## config.mk

```make
export PLATFORM = sky130hd
export DESIGN_NAME = ssr_const_div
export DESIGN_NICKNAME = d
export VERILOG_FILES = /design/src/rtl/ssr_pkg.sv /design/src/rtl/ssr_const_div.sv
export SDC_FILE = /design/constraint.sdc
export NUM_CORES = 1
export LEC_CHECK = 0
export BUFFER_PORTS_ARGS = -buffer_cell sky130_fd_sc_hd__buf_2
export CORE_MARGIN = 5
export CORE_UTILIZATION = 30
export CTS_CLUSTER_SIZE = 24
export DETAILED_ROUTE_END_ITERATION = 8
export SLEW_MARGIN = 15
export SYNTH_ARGS = -nofsm -noshare
export SYNTH_HDL_FRONTEND = slang
export SYNTH_SLANG_ARGS = --single-unit
```

## constraint.sdc

```tcl
create_clock -name i_clk -period 1.2 [get_ports i_clk]
set_input_delay 0.24 -clock i_clk [delete_from_list [all_inputs] [get_ports i_clk]]
set_output_delay 0.24 -clock i_clk [all_outputs]
set_load 0.005 [all_outputs]
```

## src/rtl/ssr_pkg.sv

```systemverilog
// Shared types and codes for the subset-sum reachability core.
// Beat structs, action codes and the RAM control struct; no dependencies.
package ssr_pkg;

    localparam int VALUE_W = 13;

    localparam logic [1:0] ACT_CLEAR = 2'd0;
    localparam logic [1:0] ACT_ADD   = 2'd1;
    localparam logic [1:0] ACT_QUERY = 2'd2;

    typedef struct packed {
        logic [1:0]         action;
        logic [VALUE_W-1:0] value;
    } t_in_beat;

    typedef struct packed {
        logic reachable;
        logic too_large;
    } t_out_beat;

    typedef struct packed {
        logic rd_en;
        logic wr_en;
    } t_ram_ctl;

endpackage

```

## src/rtl/ssr_const_div.sv

```systemverilog
// Word index and bit offset of a sum: divide by a power-of-two word width.
// A shift and a mask, registered once; depends on ssr_pkg for the value width.
module ssr_const_div
    import ssr_pkg::*;
#(
    parameter int DIVISOR = 64,
    parameter int BW      = 6
) (
    input  logic               i_clk,
    input  logic               i_rst_n,
    input  logic               i_start,
    input  logic [VALUE_W-1:0] i_value,
    output logic               o_done,
    output logic [VALUE_W-1:0] o_quot,
    output logic [BW-1:0]      o_rem
);

    localparam int SHIFT = $clog2(DIVISOR);
    localparam logic [VALUE_W-1:0] MASK = VALUE_W'(DIVISOR - 1);

    logic               r_done;
    logic [VALUE_W-1:0] r_quot;
    logic [BW-1:0]      r_rem;

    always_ff @(posedge i_clk) begin
        if (!i_rst_n) begin
            r_done <= 1'b0;
        end else begin
            r_done <= i_start;
        end
    end

    // word index from the high bits, bit offset from the low bits
    always_ff @(posedge i_clk) begin
        if (i_start) begin
            r_quot <= i_value >> SHIFT;
            r_rem  <= BW'(i_value & MASK);
        end
    end

    assign o_done = r_done;
    assign o_quot = r_quot;
    assign o_rem  = r_rem;

endmodule
```

==> results of run 1 <==
kinds of logic (layout without fill, tap and decap cells):
| group | Yosys count | after routing |
|---|---|---|
| flip-flops | 14 | 14 |
| buffers and inverters | 6 | 33 |
| other | 1 | 6 |
| AND/OR/NAND/NOR | 1 | 1 |
sequential cells by signal (all words and copies together) (netlist names):
signal and count:
o_done 1, o_quot 7, o_rem 6
worst max path at each step:
stage | cells past startpoint | slack [ns] | to | from
6_report | 1 | 0.17 | o_quot[0] | o_quot[0]$_DFFE_PP_
4_1_cts | 1 | 0.14 | o_quot[2] | o_quot[2]$_DFFE_PP_
3_5_place_dp | 1 | 0.35 | o_quot[3]$_DFFE_PP_ | i_start
5_1_grt | 1 | 0.12 | o_rem[0] | o_rem[0]$_DFFE_PP_
2_1_floorplan | 0 | 0.60 | o_quot[0] | o_quot[0]$_DFFE_PP_
3_3_place_gp | 1 | 0.36 | o_quot[4]$_DFFE_PP_ | i_start
final cells by class:
| type | instances | area, um^2 |
|---|---|---|
| Clock buffer | 4 | 36.28 |
| Fill cell | 144 | 848.3 |
| Multi-Input combinational cell | 7 | 28.78 |
| Sequential cell | 14 | 410.4 |
| Tap cell | 16 | 20.02 |
| Timing Repair Buffer | 29 | 145.1 |
power groups by stage:
stage | logic (mW) | registers (mW) | clock network [mW]
2_1_floorplan | 0.0193 | 0.600 | 0
3_3_place_gp | 0.0769 | 0.593 | 0
4_1_cts | 0.0783 | 0.584 | 0.342
3_5_place_dp | 0.0782 | 0.595 | 0
5_1_grt | 0.0854 | 0.588 | 0.358
6_report | 0.0762 | 0.582 | 0.329
layer usage:
layer / up-vias / GRT usage
met3: 2 / 0.03976
met2: 21 / 0.1288
met5: - / 0
met1: 119 / 0.06963
met4: 0 / 0.05240
li1: 130 / -
placed cells by master, fill, tap and decap left out:
cell type and n:
and2_1 1, buf_2 29, clkbuf_4 3, clkbuf_8 1, conb_1 6, dfxtp_1 1
edfxtp_1 13
==> reports/summary.txt, run 1 <==
Clock Sinks: 14
final wirelength: 868 um
routed vias: 272
type of the most critical hold path: input port to register
slowest cell on the critical path: edfxtp_1
Setup Buffers After CTS: 0
Area contributors post-synth: edfxtp_1, buf_4, dfxtp_1
Top Layer Used: met4
synth warn: 0
# IOs: 36
grt ovf: 0
synthesized cell area: 465.4 um^2
top-count cell post-synth: edfxtp_1
post-synthesis area per instance: 21.16 um^2
worst hold slack: 0.1342 ns
All-Layer GR Usage: 0.07653
Hold Path Sink: o_rem[3]$_DFFE_PP_
layout cells sized above 1: 0.6111
adder-cell area share of the yosys netlist: 0
switch share: 0.1918
Num CTS Buffers: 3
status: finished clean
Hold Buf Count CTS: 0
PD cells: 1542 nW/um^2
RePlAce Congestion: 0.6105
RSZ-0062 raised after global routing: no
pre-CTS setup slack: 0.3474 ns
critical path class: register to output port
CP arrival: 0.79 ns
Synth Area in Compound Gates: 0
Root Buffer: clkbuf_4
final net count: 71
post-synthesis sequential area ratio: 0.8817
Total Power: 0.9879 mW
WL per Instance: 12.40 um
depth of the worst hold-timing path: 1
synth-to-layout area growth: 37.63%
largest net degree at the start of global routing: 15
leakage power: 0.2936 nW
routed vias/inst: 3.886
crit path capture type: output port
top post-synthesis cells by count: edfxtp_1, buf_4, and2_1, conb_1, dfxtp_1
clock buffer depth: 2
post-route design area: 640.6 um^2
simple-gate share of the synthesized area: 0.01344
max-slew violations: 0
Crit path largest cell delay: 0.38 ns
die width: 49.39 um
global-route wire length before repair: 1345 um
Seq cells post-synth: 14
most area-hungry cell type in the Yosys netlist: edfxtp_1
DR pass1 iterations: 2
CP bufs+invs: 1
crit-path cells: buf_2
met2 WL post-DR: 450 um
Post-DP Area: 604.3 um^2
CTS tree: yes
design internal power: 0.7984 mW
H-tree levels: 1
I/O Buffers: 29
drt drc: 0
met3 WL: 119 um
die area: 2439 um^2
share of power burned in registers: 0.590
Iter 0 DRT Violations: 2
final hold violation count: 0
non-filler cells in the finished layout: 70
Switch Pwr: 0.1895 mW
Metal-1 WL: 282 um
post-synthesis mux area share: 0
core area: 1489 um^2
number of synthesized flops with an enable pin: 13
Synth top area share: 0.8387
largest family of logic cells by synthesized area: buffers and inverters
Worst Path Required: 0.96 ns
clock transition at the registers of the reported paths: 0.08 ns
Logic pwr share: 0.077
post_cts resized: 0
number of global-route vias before repair: 288
setup TNS: 0 ns
placed wire-length estimate: 717.3 um
post-layout util: 0.4303
Hold Crit Start: i_value[3]
fin crit share: 0.8572
initial antenna violation count: 0
fmax: 972.2 MHz
post-synthesis xor/xnor area fraction: 0
Cells after Synth: 22
Top delay family on crit path: flip-flops
Clock power frac: 0.333
CP Max Fanout: 1
count of final setup violators: 0
Synth Flop Type: edfxtp_1
asr flop ratio synth: 0
Setup WS post-layout: 0.1714 ns
final antenna-violating net count: 0
Tmin final: 1.029 ns
# diodes: 0
row count: 14
CP Launch Type: register
Die Ht: 49.39 um
worst vdd ir: 0.0006539 V
number of placed instances, taps included: 66
Initial Utilization: 0.3126
Cell variety after synth: 5
max-cap viol count: 0
Note: power is estimated with default switching activity, not from simulation.
==> run 2: changes to the inputs <==
--- a/config.mk
+++ b/config.mk
@@ -6,10 +6,13 @@
 export NUM_CORES = 1
 export LEC_CHECK = 0
 export BUFFER_PORTS_ARGS = -buffer_cell sky130_fd_sc_hd__buf_2
+export CELL_PAD_IN_SITES_DETAIL_PLACEMENT = 0
+export CELL_PAD_IN_SITES_GLOBAL_PLACEMENT = 1
 export CORE_MARGIN = 5
-export CORE_UTILIZATION = 30
+export CORE_UTILIZATION = 29
 export CTS_CLUSTER_SIZE = 24
 export DETAILED_ROUTE_END_ITERATION = 8
+export PLACE_DENSITY_LB_ADDON = 0.1
 export SLEW_MARGIN = 15
 export SYNTH_ARGS = -nofsm -noshare
 export SYNTH_HDL_FRONTEND = slang
==> reports/summary.txt, run 2 (synthesis results as in run 1) <==
final hold violation count: 0
CP Max Fanout: 1
largest net degree at the start of global routing: 15
placed wire-length estimate: 684.8 um
commonest non-fill, non-tap cell in the layout: buf_2
Crit path largest cell delay: 0.37 ns
Top delay family on crit path: flip-flops
Logic pwr share: 0.083
Hold Crit Start: i_value[8]
clock buffer depth: 2
Switch Pwr: 0.1918 mW
number of global-route vias before repair: 299
CTS tree: yes
RSZ-0062 raised after global routing: no
CP Launch Type: register
max FFs per register: 7
Hold Path Sink: o_quot[2]$_DFFE_PP_
final net count: 71
# IOs: 36
global-route wire length before repair: 1317 um
count of final setup violators: 0
Hold Buf Count CTS: 0
Iter 0 DRT Violations: 2
crit path capture type: output port
post_cts resized: 0
Initial Utilization: 0.3090
die width: 50.06 um
crit-path cells: buf_2
PD cells: 1468 nW/um^2
fmax: 979.1 MHz
Die Ht: 50.06 um
Worst Path Required: 0.96 ns
final wirelength: 838 um
# diodes: 0
status: finished clean
layout cells sized above 1: 0.5926
initial antenna violation count: 0
critical path class: register to output port
share of power burned in registers: 0.628
DR pass1 iterations: 2
slowest cell on the critical path: edfxtp_1
Root Buffer: clkbuf_4
die area: 2506 um^2
WL per Instance: 11.97 um
Setup Buffers After CTS: 0
Num CTS Buffers: 3
fin crit share: 0.8512
highest-count cells in the layout ignoring fill and taps: buf_2, edfxtp_1, conb_1, clkbuf_4
setup TNS: 0 ns
grt ovf: 0
Post-DP Area: 604.3 um^2
H-tree levels: 1
final antenna-violating net count: 0
depth of the worst hold-timing path: 1
clock transition at the registers of the reported paths: 0.09 ns
leakage power: 0.2880 nW
switch share: 0.2071
Clock power frac: 0.289
max-slew violations: 0
max-cap viol count: 0
CP bufs+invs: 1
CP arrival: 0.78 ns
design internal power: 0.7342 mW
All-Layer GR Usage: 0.07134
routed vias: 280
worst vdd ir: 0.0006155 V
synth-to-layout area growth: 35.48%
post-route design area: 630.6 um^2
Clock Sinks: 14
RePlAce Congestion: 0.6024
Tmin final: 1.021 ns
type of the most critical hold path: input port to register
I/O Buffers: 29
row count: 14
drt drc: 0
routed vias/inst: 4.000
core area: 1506 um^2
==> run 2: cell types whose count changed in the layout (fill, tap and decap cells not counted) <==
cell	before	now
clkinv_1	0	1
clkbuf_8	1	0
==> run 2: layout make-up <==
| type | instances | area [um^2] |
|---|---|---|
| multi-input cells | 7 | 28.78 |
| fillers | 150 | 875.8 |
| well taps | 16 | 20.02 |
| repair buffers | 29 | 145.1 |
| flip-flops and latches | 14 | 410.4 |
| clock inverters | 1 | 3.754 |
| clock buffers | 3 | 22.52 |
==> run 2: worst max-delay path by stage <==
stage                   startpoint             endpoint  slack, ns  depth (start not counted)
2_1_floorplan  o_quot[0]$_DFFE_PP_            o_quot[0]       0.60                          0
3_3_place_gp               i_start  o_quot[2]$_DFFE_PP_       0.37                          1
3_5_place_dp               i_start  o_quot[2]$_DFFE_PP_       0.34                          1
4_1_cts         o_rem[0]$_DFFE_PP_             o_rem[0]       0.16                          1
5_1_grt         o_rem[0]$_DFFE_PP_             o_rem[0]       0.12                          1
6_report        o_rem[3]$_DFFE_PP_             o_rem[3]       0.18                          1
==> run 2: power groups by stage <==
stage | logic, mW | registers [mW] | clock network [mW]
floorplan | 0.0193 | 0.600 | 0
global placement | 0.0773 | 0.592 | 0
detailed placement | 0.0790 | 0.594 | 0
CTS | 0.0790 | 0.582 | 0.279
global route | 0.0866 | 0.585 | 0.307
finish | 0.0768 | 0.581 | 0.268
==> run 2: stage by stage <==
stage	hold slack, ns	utilization	std cells	worst slack [ns]	power, mW
2_1_floorplan	0.3389	-	27	0.6047	0.6196
3_3_place_gp	0.4162	0.4012	66	0.3731	0.6689
3_5_place_dp	0.4181	0.4012	66	0.3400	0.6725
4_1_cts	0.1225	0.4186	70	0.1587	0.9397
5_1_grt	0.1053	0.4186	70	0.1167	0.9784
6_report	0.1340	0.4186	70	0.1786	0.9260
==> run 2: per-layer routing <==
layer,vias to the layer above,track usage,share of wire
met2,21,0.1339,0.57
met3,0,0.02410,0.15
met5,-,0,0
met1,130,0.05838,0.28
met4,0,0.05240,0
li1,129,-,-
==> run 3: changes to the inputs <==
--- a/config.mk
+++ b/config.mk
@@ -5,13 +5,13 @@
 export SDC_FILE = /design/constraint.sdc
 export NUM_CORES = 1
 export LEC_CHECK = 0
-export BUFFER_PORTS_ARGS = -buffer_cell sky130_fd_sc_hd__buf_2
 export CELL_PAD_IN_SITES_DETAIL_PLACEMENT = 0
 export CELL_PAD_IN_SITES_GLOBAL_PLACEMENT = 1
 export CORE_MARGIN = 5
-export CORE_UTILIZATION = 29
+export CORE_UTILIZATION = 30
 export CTS_CLUSTER_SIZE = 24
 export DETAILED_ROUTE_END_ITERATION = 8
+export DONT_BUFFER_PORTS = 1
 export PLACE_DENSITY_LB_ADDON = 0.1
 export SLEW_MARGIN = 15
 export SYNTH_ARGS = -nofsm -noshare
==> reports/summary.txt, run 3 (synthesis results as in run 1) <==
final wirelength: 710 um
drt drc: 0
All-Layer GR Usage: 0.06183
CP Max Fanout: 1
die width: 49.39 um
max FFs per register: 7
RePlAce Congestion: 0.5480
CP arrival: 0.67 ns
highest-count cells in the layout ignoring fill and taps: edfxtp_1, conb_1, clkbuf_4
number of global-route vias before repair: 211
final hold violation count: 0
Iter 0 DRT Violations: 2
grt ovf: 0
clock transition at the registers of the reported paths: 0.08 ns
die area: 2439 um^2
WL per Instance: 17.32 um
routed vias: 170
Root Buffer: clkbuf_4
Tmin final: 0.9107 ns
max-cap viol count: 0
Die Ht: 49.39 um
DR pass1 iterations: 2
Setup Buffers After CTS: 0
final net count: 42
final antenna-violating net count: 0
critical path class: register to output port
Clock Sinks: 14
placed wire-length estimate: 598.9 um
largest net degree at the start of global routing: 15
status: finished clean
worst vdd ir: 0.0007473 V
post_cts resized: 0
initial antenna violation count: 0
# IOs: 36
max-slew violations: 0
global-route wire length before repair: 1097 um
Initial Utilization: 0.3126
I/O Buffers: 0
setup TNS: 0 ns
Hold Buf Count CTS: 0
fin crit share: 0.7589
type of the most critical hold path: input port to register
fmax: 1098 MHz
H-tree levels: 1
RSZ-0062 raised after global routing: no
row count: 14
layout cells sized above 1: 0.1200
Worst Path Required: 0.96 ns
CTS tree: yes
core area: 1489 um^2
Post-DP Area: 459.2 um^2
PD cells: 1759 nW/um^2
count of final setup violators: 0
clock buffer depth: 2
crit path capture type: output port
leakage power: 0.1727 nW
synth-to-layout area growth: 4.301%
# diodes: 0
commonest non-fill, non-tap cell in the layout: edfxtp_1
Num CTS Buffers: 3
CP Launch Type: register
routed vias/inst: 4.146
post-route design area: 485.5 um^2
run 3: routing by layer:
layer  GRT usage  vias to the layer above  share of wire  wire, um
met4     0.01310                        0              0         0
met1     0.05566                       78           0.37       260
met5           0                        -              0         0
met2     0.09871                       20           0.51       362
met3     0.06116                        0           0.12        88
li1            -                       72              -         -
run 3: worst paths after layout:
check	start	endpoint	slack, ns	cells past startpoint
worst max-delay path	o_quot[6]$_DFFE_PP_	o_quot[6]	0.29	0
worst min-delay path	i_value[10]	o_quot[4]$_DFFE_PP_	0.06	0
run 3: report_power, final:
| part | switching (mW) | internal (mW) | leakage (nW) | total, mW |
|---|---|---|---|---|
| Combinational | 0.00529 | 0.000856 | 0.0221 | 0.00615 |
| Sequential | 0.0185 | 0.576 | 0.136 | 0.594 |
| Clock | 0.125 | 0.128 | 0.0150 | 0.253 |
| Total | 0.149 | 0.705 | 0.173 | 0.854 |
run 3: through the flow:
stage                     setup slack [ns]    util  hold slack (ns)  power [mW]  instances
after floorplan                     0.6047       -           0.3389      0.6196         27
after global placement              0.5784  0.3084           0.3390      0.6130         37
after detailed placement            0.5705  0.3084           0.3389      0.6135         37
after CTS                           0.2718  0.3261          0.05081      0.8723         41
after global routing                0.2489  0.3261          0.03895      0.9024         41
final                               0.2893  0.3261          0.06430      0.8537         41
run 3: layout make-up:
cell class	count	area, um^2
fill	151	1003
sequential	14	410.4
multi-input combinational	7	28.78
clock buffer	4	26.28
tap	16	20.02
